File: src/rtl/faq_pkg.sv
// ----------------------------------------------------------------------------
// faq_pkg
// Types, codes and constants shared by the fault alert qualifier modules.
// ----------------------------------------------------------------------------
package faq_pkg;

    localparam int TGT_W      = 3;
    localparam int HEALTH_W   = 2;
    localparam int LAT_W      = 16;
    localparam int TIME_W     = 32;
    localparam int COUNT_W    = 16;
    localparam int KIND_W     = 2;
    localparam int DOWN_W     = 23;
    localparam int CFG_IDX_W  = 2;
    localparam int CFG_DATA_W = 32;
    localparam int S_TDATA_W  = 56;
    localparam int M_TDATA_W  = 64;

    // downtime in seconds: ms * RECIP_MS >> RECIP_SHIFT, exact for any 32-bit ms
    localparam int          RECIP_W     = 29;
    localparam int          RECIP_SHIFT = 38;
    localparam logic [28:0] RECIP_MS    = 29'd274877907;

    localparam logic [COUNT_W-1:0] COUNT_MAX = '1;

    typedef enum logic [HEALTH_W-1:0] {
        H_UNKNOWN = 2'd0,
        H_UP      = 2'd1,
        H_DOWN    = 2'd2,
        H_OTHER   = 2'd3
    } health_t;

    typedef enum logic [KIND_W-1:0] {
        K_NONE     = 2'd0,
        K_ALERT    = 2'd1,
        K_RECOVERY = 2'd2
    } kind_t;

    typedef enum logic [CFG_IDX_W-1:0] {
        CFG_ENABLE     = 2'd0,
        CFG_THRESHOLD  = 2'd1,
        CFG_ALERT_CD   = 2'd2,
        CFG_RECOVER_CD = 2'd3
    } cfg_idx_t;

    typedef enum logic [2:0] {
        S_IDLE,
        S_THR,
        S_ELAPSED,
        S_COOL,
        S_DOWN,
        S_SCALE,
        S_DONE
    } state_t;

    typedef struct packed {
        logic [COUNT_W-1:0] failures;
        logic [TIME_W-1:0]  alert_stamp;
        logic               raised;
        logic [TIME_W-1:0]  outage_start;
        logic [TIME_W-1:0]  alert_outage_start;
    } entry_t;

    typedef struct packed {
        logic              wr_en;
        logic [TGT_W-1:0]  wr_sel;
        entry_t            wr_entry;
    } tbl_wr_t;

endpackage

File: src/rtl/fault_alert_qualifier.sv
// ----------------------------------------------------------------------------
// fault_alert_qualifier
// Qualifies per-target health reports into down alerts and recovery notices.
// ----------------------------------------------------------------------------
// One report at a time: a new beat is taken only in S_IDLE, after the previous
// result is loaded (which waits on m_tready); the shared subtractor is used in
// four successive steps, followed by one registered multiply for the seconds value.
// Reset (aresetn low, synchronous): table entries cleared, registers to their
// defaults (disabled, threshold 3, cooldowns 300000 ms and 60000 ms).
// ----------------------------------------------------------------------------
module fault_alert_qualifier #(
    parameter int NUM_TARGETS = 6
) (
    input  logic                           aclk,
    input  logic                           aresetn,
    // target_index[2:0], health[4:3], latency_ms[20:5], now_ms[52:21]
    input  logic [faq_pkg::S_TDATA_W-1:0]  s_tdata,
    input  logic                           s_tvalid,
    output logic                           s_tready,
    // event_target[2:0], downtime_s[25:3], event_latency_ms[41:26],
    // fail_count[57:42], any_alert_active[58]
    output logic [faq_pkg::M_TDATA_W-1:0]  m_tdata,
    // event_kind[1:0]
    output logic [faq_pkg::KIND_W-1:0]     m_tuser,
    output logic                           m_tvalid,
    input  logic                           m_tready,
    input  logic                           cfg_valid,
    output logic                           cfg_ready,
    input  logic [faq_pkg::CFG_IDX_W-1:0]  cfg_index,
    input  logic [faq_pkg::CFG_DATA_W-1:0] cfg_data
);
    import faq_pkg::*;

    // configuration
    logic               enable_reg;
    logic [COUNT_W-1:0] thr_reg;
    logic [TIME_W-1:0]  alert_cd_reg;
    logic [TIME_W-1:0]  rec_cd_reg;

    // report being worked on
    logic [TGT_W-1:0]   tgt_reg;
    health_t            health_reg;
    logic [LAT_W-1:0]   lat_reg;
    logic [TIME_W-1:0]  now_reg;

    // working values
    logic [COUNT_W-1:0] fnew_reg,   fnew_next;
    logic [TIME_W-1:0]  os_new_reg, os_new_next;
    logic [TIME_W-1:0]  aos_new_reg, aos_new_next;
    logic [TIME_W-1:0]  elapsed_reg;
    logic [TIME_W-1:0]  diff_reg;
    logic               thr_ge_reg;
    logic               cool_ge_reg;
    kind_t              kind_reg, kind_next;

    // result
    logic [M_TDATA_W-1:0] m_tdata_reg;
    kind_t                m_tuser_reg;
    logic                 m_tvalid_reg;

    state_t state_reg, state_next;

    entry_t                 rd_entry;
    tbl_wr_t                tbl_wr;
    logic [NUM_TARGETS-1:0] raised_vec;
    logic [NUM_TARGETS-1:0] raised_after;

    logic [TIME_W-1:0] alu_a, alu_b, alu_diff;
    logic              alu_ge;
    logic [DOWN_W-1:0] span_s;

    logic              in_beat, out_load;
    logic              tgt_valid, active, is_down, is_up, la_zero;
    logic              alert_ok, rec_ok;
    logic [DOWN_W-1:0] down_s;
    logic [COUNT_W-1:0] count_out;
    logic              any_active;

    faq_table #(.NUM_TARGETS(NUM_TARGETS)) u_table (
        .aclk       (aclk),
        .aresetn    (aresetn),
        .rd_sel     (tgt_reg),
        .rd_entry   (rd_entry),
        .wr         (tbl_wr),
        .raised_vec (raised_vec)
    );

    faq_alu u_alu (
        .op_a (alu_a),
        .op_b (alu_b),
        .diff (alu_diff),
        .ge   (alu_ge)
    );

    faq_scale u_scale (
        .aclk    (aclk),
        .span_ms (diff_reg),
        .span_s  (span_s)
    );

    assign in_beat   = s_tvalid && s_tready;
    assign cfg_ready = 1'b1;

    assign tgt_valid = 32'(tgt_reg) < NUM_TARGETS;
    assign active    = tgt_valid && enable_reg;
    assign is_down   = (health_reg == H_DOWN);
    assign is_up     = (health_reg == H_UP);
    assign la_zero   = (rd_entry.alert_stamp == '0);

    // decision, valid in S_DOWN once both compares are registered
    assign alert_ok = active && is_down && thr_ge_reg && (la_zero || cool_ge_reg);
    assign rec_ok   = active && is_up && rd_entry.raised &&
                      (rd_entry.alert_outage_start != '0) && !la_zero &&
                      ((rec_cd_reg == '0) || cool_ge_reg);

    always_comb begin
        fnew_next = rd_entry.failures;
        if (active && is_down && (rd_entry.failures != COUNT_MAX)) begin
            fnew_next = rd_entry.failures + COUNT_W'(1);
        end
        os_new_next = rd_entry.outage_start;
        if (active && is_down && (fnew_next == COUNT_W'(1))) begin
            os_new_next = now_reg;
        end
    end

    always_comb begin
        aos_new_next = rd_entry.alert_outage_start;
        if (alert_ok && (rd_entry.alert_outage_start == '0)) begin
            aos_new_next = (os_new_reg != '0) ? os_new_reg : now_reg;
        end
        if (alert_ok) begin
            kind_next = K_ALERT;
        end else if (rec_ok) begin
            kind_next = K_RECOVERY;
        end else begin
            kind_next = K_NONE;
        end
    end

    // next state
    always_comb begin
        state_next = state_reg;
        unique case (state_reg)
            S_IDLE:    if (s_tvalid) state_next = S_THR;
            S_THR:     state_next = S_ELAPSED;
            S_ELAPSED: state_next = S_COOL;
            S_COOL:    state_next = S_DOWN;
            S_DOWN:    state_next = S_SCALE;
            S_SCALE:   state_next = S_DONE;
            S_DONE:    if (!m_tvalid_reg || m_tready) state_next = S_IDLE;
            default:   state_next = S_IDLE;
        endcase
    end

    // sequencer outputs
    always_comb begin
        s_tready = 1'b0;
        out_load = 1'b0;
        alu_a    = '0;
        alu_b    = '0;
        unique case (state_reg)
            S_IDLE: s_tready = 1'b1;
            S_THR: begin
                alu_a = {{(TIME_W-COUNT_W){1'b0}}, fnew_next};
                alu_b = {{(TIME_W-COUNT_W){1'b0}}, thr_reg};
            end
            S_ELAPSED: begin
                alu_a = now_reg;
                alu_b = rd_entry.alert_stamp;
            end
            S_COOL: begin
                alu_a = elapsed_reg;
                alu_b = is_down ? alert_cd_reg : rec_cd_reg;
            end
            S_DOWN: begin
                alu_a = now_reg;
                alu_b = aos_new_next;
            end
            S_SCALE: ;
            S_DONE:  out_load = !m_tvalid_reg || m_tready;
            default: ;
        endcase
    end

    // table update on the cycle the result is loaded
    always_comb begin
        tbl_wr.wr_en    = out_load && active;
        tbl_wr.wr_sel   = tgt_reg;
        tbl_wr.wr_entry = rd_entry;
        case (kind_reg)
            K_RECOVERY: begin
                tbl_wr.wr_entry = '0;
                tbl_wr.wr_entry.alert_stamp = now_reg;
            end
            K_ALERT: begin
                tbl_wr.wr_entry.failures           = fnew_reg;
                tbl_wr.wr_entry.alert_stamp        = now_reg;
                tbl_wr.wr_entry.raised             = 1'b1;
                tbl_wr.wr_entry.outage_start       = os_new_reg;
                tbl_wr.wr_entry.alert_outage_start = aos_new_reg;
            end
            default: begin
                tbl_wr.wr_entry.failures     = fnew_reg;
                tbl_wr.wr_entry.outage_start = os_new_reg;
            end
        endcase
    end

    always_comb begin
        raised_after = raised_vec;
        for (int i = 0; i < NUM_TARGETS; i++) begin
            if (tbl_wr.wr_en && (TGT_W'(i) == tgt_reg)) begin
                raised_after[i] = tbl_wr.wr_entry.raised;
            end
        end
    end

    assign any_active = enable_reg && (|raised_after);
    assign count_out  = tgt_valid ? tbl_wr.wr_entry.failures : '0;
    assign down_s     = ((kind_reg != K_NONE) && (aos_new_reg != '0)) ? span_s : '0;

    always_ff @(posedge aclk) begin
        if (!aresetn) begin
            state_reg    <= S_IDLE;
            m_tvalid_reg <= 1'b0;
            enable_reg   <= 1'b0;
            thr_reg      <= COUNT_W'(3);
            alert_cd_reg <= TIME_W'(300000);
            rec_cd_reg   <= TIME_W'(60000);
        end else begin
            state_reg <= state_next;
            if (out_load) begin
                m_tvalid_reg <= 1'b1;
            end else if (m_tready) begin
                m_tvalid_reg <= 1'b0;
            end
            if (cfg_valid) begin
                unique case (cfg_index)
                    CFG_ENABLE:     enable_reg   <= cfg_data[0];
                    CFG_THRESHOLD:  thr_reg      <= cfg_data[COUNT_W-1:0];
                    CFG_ALERT_CD:   alert_cd_reg <= cfg_data[TIME_W-1:0];
                    CFG_RECOVER_CD: rec_cd_reg   <= cfg_data[TIME_W-1:0];
                    default: ;
                endcase
            end
        end
    end

    // payload registers
    always_ff @(posedge aclk) begin
        if (in_beat) begin
            tgt_reg    <= s_tdata[2:0];
            health_reg <= health_t'(s_tdata[4:3]);
            lat_reg    <= s_tdata[20:5];
            now_reg    <= s_tdata[52:21];
        end
        case (state_reg)
            S_THR: begin
                fnew_reg   <= fnew_next;
                os_new_reg <= os_new_next;
                thr_ge_reg <= alu_ge;
            end
            S_ELAPSED: elapsed_reg <= alu_diff;
            S_COOL:    cool_ge_reg <= alu_ge;
            S_DOWN: begin
                diff_reg    <= alu_diff;
                aos_new_reg <= aos_new_next;
                kind_reg    <= kind_next;
            end
            default: ;
        endcase
        if (out_load) begin
            m_tuser_reg <= kind_reg;
            m_tdata_reg <= {5'b0, any_active, count_out, lat_reg, down_s, tgt_reg};
        end
    end

    assign m_tdata  = m_tdata_reg;
    assign m_tuser  = m_tuser_reg;
    assign m_tvalid = m_tvalid_reg;

endmodule

File: src/rtl/faq_alu.sv
// ----------------------------------------------------------------------------
// faq_alu
// Shared 32-bit subtractor: wrapping difference and unsigned greater-or-equal.
// ----------------------------------------------------------------------------
module faq_alu (
    input  logic [faq_pkg::TIME_W-1:0] op_a,
    input  logic [faq_pkg::TIME_W-1:0] op_b,
    output logic [faq_pkg::TIME_W-1:0] diff,
    output logic                       ge
);
    import faq_pkg::*;

    logic [TIME_W:0] wide;

    assign wide = {1'b0, op_a} - {1'b0, op_b};
    assign diff = wide[TIME_W-1:0];
    // no borrow out means a >= b
    assign ge   = ~wide[TIME_W];

endmodule

File: src/rtl/faq_scale.sv
// ----------------------------------------------------------------------------
// faq_scale
// Registered conversion of a millisecond span into whole seconds.
// ----------------------------------------------------------------------------
module faq_scale (
    input  logic                       aclk,
    input  logic [faq_pkg::TIME_W-1:0] span_ms,
    output logic [faq_pkg::DOWN_W-1:0] span_s
);
    import faq_pkg::*;

    logic [TIME_W+RECIP_W-1:0] prod;
    logic [DOWN_W-1:0]         span_s_reg;

    assign prod = {{RECIP_W{1'b0}}, span_ms} * {{TIME_W{1'b0}}, RECIP_MS};

    always_ff @(posedge aclk) begin
        span_s_reg <= prod[RECIP_SHIFT+DOWN_W-1:RECIP_SHIFT];
    end

    assign span_s = span_s_reg;

endmodule

File: src/rtl/faq_table.sv
// ----------------------------------------------------------------------------
// faq_table
// Per-target state entries with one read selector and one write port.
// ----------------------------------------------------------------------------
module faq_table #(
    parameter int NUM_TARGETS = 6
) (
    input  logic                      aclk,
    input  logic                      aresetn,
    input  logic [faq_pkg::TGT_W-1:0] rd_sel,
    output faq_pkg::entry_t           rd_entry,
    input  faq_pkg::tbl_wr_t          wr,
    output logic [NUM_TARGETS-1:0]    raised_vec
);
    import faq_pkg::*;

    entry_t entry_reg [NUM_TARGETS];

    always_ff @(posedge aclk) begin
        if (!aresetn) begin
            for (int i = 0; i < NUM_TARGETS; i++) begin
                entry_reg[i] <= '0;
            end
        end else if (wr.wr_en) begin
            for (int i = 0; i < NUM_TARGETS; i++) begin
                if (TGT_W'(i) == wr.wr_sel) begin
                    entry_reg[i] <= wr.wr_entry;
                end
            end
        end
    end

    always_comb begin
        rd_entry = '0;
        for (int i = 0; i < NUM_TARGETS; i++) begin
            if (TGT_W'(i) == rd_sel) begin
                rd_entry = entry_reg[i];
            end
        end
    end

    always_comb begin
        for (int i = 0; i < NUM_TARGETS; i++) begin
            raised_vec[i] = entry_reg[i].raised;
        end
    end

endmodule
File: config.mk
export PLATFORM = sky130hd
export DESIGN_NAME = fault_alert_qualifier
export DESIGN_NICKNAME = d
export VERILOG_FILES = /design/src/rtl/faq_pkg.sv /design/src/rtl/fault_alert_qualifier.sv /design/src/rtl/faq_alu.sv /design/src/rtl/faq_scale.sv /design/src/rtl/faq_table.sv
export SDC_FILE = /design/constraint.sdc
export NUM_CORES = 2
export LEC_CHECK = 0
export ABC_AREA = 0
export BUFFER_PORTS_ARGS = -buffer_cell sky130_fd_sc_hd__buf_2
export CAP_MARGIN = 10
export CORE_MARGIN = 3
export CORE_UTILIZATION = 55
export CTS_CLUSTER_SIZE = 8
export DETAILED_ROUTE_END_ITERATION = 10
export GPL_TIMING_DRIVEN = 0
export PLACE_DENSITY = 0.69
export SLEW_MARGIN = 30
export SYNTH_ARGS = -nofsm -noshare
export SYNTH_HDL_FRONTEND = slang
export SYNTH_HIERARCHICAL = 1
export SYNTH_SLANG_ARGS = --single-unit
export TNS_END_PERCENT = 30
File: constraint.sdc
create_clock -name aclk -period 20.4 [get_ports aclk]
set_clock_uncertainty 0.15 [all_clocks]
set_input_delay 2.04 -clock aclk [delete_from_list [all_inputs] [get_ports aclk]]
set_output_delay 2.04 -clock aclk [all_outputs]
set_load 0.01 [all_outputs]
==> flow_summary.rst <==
.. list-table::
   :header-rows: 1

   * - Metric
     - Value
   * - Result of the run
     - finished, final reports clean
   * - Endpoint kind of the worst setup timing path
     - register
   * - Kind of start point of the critical path
     - register
   * - Leading cell type by number of instances after synthesis
     - edfxtp_1
   * - Post-route standard cell area excluding fillers
     - ~72000 um2
   * - Floorplan die width
     - approximately 350 um
   * - Number of inserted filler cells in the final layout
     - between 9k and 10k
   * - Number of DRC violations after detailed-routing iteration 0
     - roughly 4.6k
   * - Number of buffers inserted to repair setup after CTS
     - 0
   * - Via density per instance
     - 5.89
   * - EDFF count, synth
     - 940
   * - Row count
     - approximately 120
   * - Clock H-tree levels
     - 4
   * - Area of the core
     - approximately 110000 um2
   * - CTS Root Cell
     - clkbuf_16
   * - Sink Count
     - approximately 1.0k
   * - # IOs
     - around 160
   * - Fraction of post-synthesis cell area in the top cell type by area
     - 0.440
   * - Placed wire-length estimate after detailed placement
     - about 140 mm
   * - Cell type contributing the most total cell area after synthesis
     - edfxtp_1
   * - Nets@finish
     - between 6k and 7k
   * - Antenna Violating Nets Remaining
     - 0
   * - Number of buffers added to fix hold violations after cts
     - 0
   * - Netlist area before placement
     - roughly 64000 um2
   * - Maximum number of pins on one net before global-route repair
     - 51
   * - GRT Residual Overflow
     - 0
   * - Biggest fanout along the worst timing path
     - 13
   * - Final weighted congestion in routability-driven placement
     - ~1
   * - Total Die Area
     - about 120000 um2
   * - Pleak
     - around 30 nW
   * - Routed Wire Length
     - roughly 190 mm
   * - Detailed-router iteration count before antenna repair
     - 10
   * - Clock buffer depth
     - 3
   * - Post-layout minimum cycle time
     - about 8900 ps
   * - Start-to-end type of the worst setup path
     - register to register
   * - Final Cycle Share
     - 0.434
   * - Remaining max-slew budget at the tightest pin
     - 0.298
   * - FMAX
     - 113 MHz
   * - Vias in the first global route
     - about 45k
   * - Wire length of the first global-routing pass
     - between 200 and 300 mm
   * - Initial cell density of the core
     - 0.558
   * - Die height
     - roughly 350 um
   * - Flip-flop and latch count after synthesis
     - around 1.0k
   * - Final Hold Slack
     - around 260 ps
   * - Post-Synthesis Mean Instance Area
     - between 10 and 15 um2
   * - TritonCTS clock tree
     - yes
   * - Critical Path RT
     - around 21000 ps
   * - Cell types with the largest area share after synthesis
     - edfxtp_1 44%, fa_1 9.3%, ha_1 8.3%
   * - WP data arrival
     - between 9000 and 10000 ps
   * - Power density over cell area
     - 113 nW/um2
   * - Unrepaired setup endpoints after global routing
     - no
   * - Unique masters post-synth
     - around 100
   * - Post-route DRC violation count
     - 0
   * - Flip-flop count of the largest register, all copies and words added
     - 678
   * - Maximum Capacitance Violations
     - 0
   * - All-layer global routing usage
     - 0.312
   * - Average wire per cell in the routed design
     - 25.0 um
   * - Share of synthesized area occupied by flip-flops and latches
     - 0.474
   * - Overall power after layout
     - slightly above 8 mW
   * - Path class of the lowest-slack min-delay path
     - register to register
   * - Peak ir drop on the vdd network
     - about 150 uV
   * - Layout overhead on the synthesized area
     - 12.6%
   * - Setup Viol. Count Final
     - 0
   * - Number of antenna violations at the first check in global routing
     - 4
   * - Clock insertion delay at the later pin of the skew report
     - about 760 ps
   * - Slew Viols, Final
     - 0
   * - CTS buffer count
     - 149
   * - Number of failing hold endpoints at the final stage
     - 0
   * - Cell area reported after detailed placement
     - slightly below 70000 um2
   * - Via Count
     - 44.3k
   * - Leading post-synthesis cells by instance count
     - 940 x edfxtp_1, 706 x and2_1, 633 x inv_1
   * - Clock slew at reported path FFs
     - about 50 ps
   * - Leading register cell type out of synthesis
     - edfxtp_1
   * - Number of buffer cells added on primary ports
     - about 150
   * - Synth async-reset ratio
     - 0
   * - Fraction of final layout cells with drive strength greater than 1
     - 0.101
   * - Least-Margin Pin Slew
     - roughly 1100 ps
   * - Post-synthesis instance total
     - between 5k and 6k
   * - Warning count from the yosys run
     - 6
   * - Resized Gates After CTS
     - 0
   * - Layout Utilization
     - 0.628
## final timing paths
check                            to  depth (start not counted)  slack, ps                  from
max          diff_reg[25]$_DFFE_PN_                         23      11540  tgt_reg[1]$_DFFE_PP_
min           m_tdata[27]$_DFFE_PN_                          0        260  lat_reg[1]$_DFFE_PP_
max reg2reg  diff_reg[25]$_DFFE_PN_                         23      11540  tgt_reg[1]$_DFFE_PP_
min reg2reg   m_tdata[27]$_DFFE_PN_                          0        260  lat_reg[1]$_DFFE_PP_
## per-layer routing
layer / share of wire / routed length [um] / track usage
met3: 0.093 / 17400 / 0.0734
met2: 0.45 / 84900 / 0.483
met1: 0.40 / 75600 / 0.414
met5: 0.000069 / 13 / 0
met4: 0.054 / 10100 / 0.160
## stage by stage
step | std cells | worst slack, ps | setup TNS [ps]
global route | 7511 | 11440 | 0
finish | 7515 | 11540 | 0
global placement | 7258 | -2490 | -895870
floorplan | 5592 | 6960 | 0
detailed placement | 7316 | 11840 | 0
CTS | 7510 | 11810 | 0
## cells in the final DEF, fill, tap and decap left out, types with 149 or more instances in the layout
cell	synthesis	routed
o21ai_0	153	149
clkbuf_1	157	180
and2_1	706	705
nand2_1	547	547
inv_1	633	633
fa_1	299	299
a21oi_1	158	158
ha_1	424	424
mux2i_1	229	229
clkbuf_16	0	152
buf_2	49	203
edfxtp_1	940	940
## power by group
group	internal, mW	total [mW]	switching (mW)	leakage (nW)
Clock	1.34	2.25	0.910	2.01
Combinational	1.26	3.34	2.09	18.1
Sequential	2.49	2.55	0.0675	10.3
## cell type report
type                            instances  area (um2)  area share
Tap cell                             1512        1890      0.0262
Timing Repair Buffer                  212        1920      0.0266
Inverter                              633        2380      0.0329
Clock buffer                          180        3920      0.0543
Buffer                                295        1480      0.0206
Multi-Input combinational cell       3616       30000       0.415
Antenna cell                            5        12.5    0.000173
Sequential cell                      1048       30400       0.421
Clock inverter                         14         220     0.00305
## kinds of logic after synthesis
| group | share of synthesized area |
|---|---|
| mux | 0.0461 |
| simple gates | 0.149 |
| fa+ha+maj | 0.176 |
| xor+xnor | 0.00847 |
| flops | 0.474 |
| other cells | 0.000117 |
| buf+inv | 0.0600 |
| compound gates | 0.0857 |
## worst max-delay path: stages, from the launching register on
cell	delay, ps
edfxtp_1	1030
buf_2	640
buf_2	660
clkbuf_1	440
o21a_1	220
o221ai_1	440
nor4_1	450
nand4_1	230
nor2_1	430
o2111a_1	370
clkbuf_1	430
a21o_1	210
nand2_1	170
nand2_1	170
inv_1	60
ha_1	280
nor2b_1	160
o31ai_2	320
a21oi_1	180
o21a_1	260
o41a_1	370
a41oi_1	330
o31ai_1	140
xor2_1	430
(Power assumes the default switching activity.)
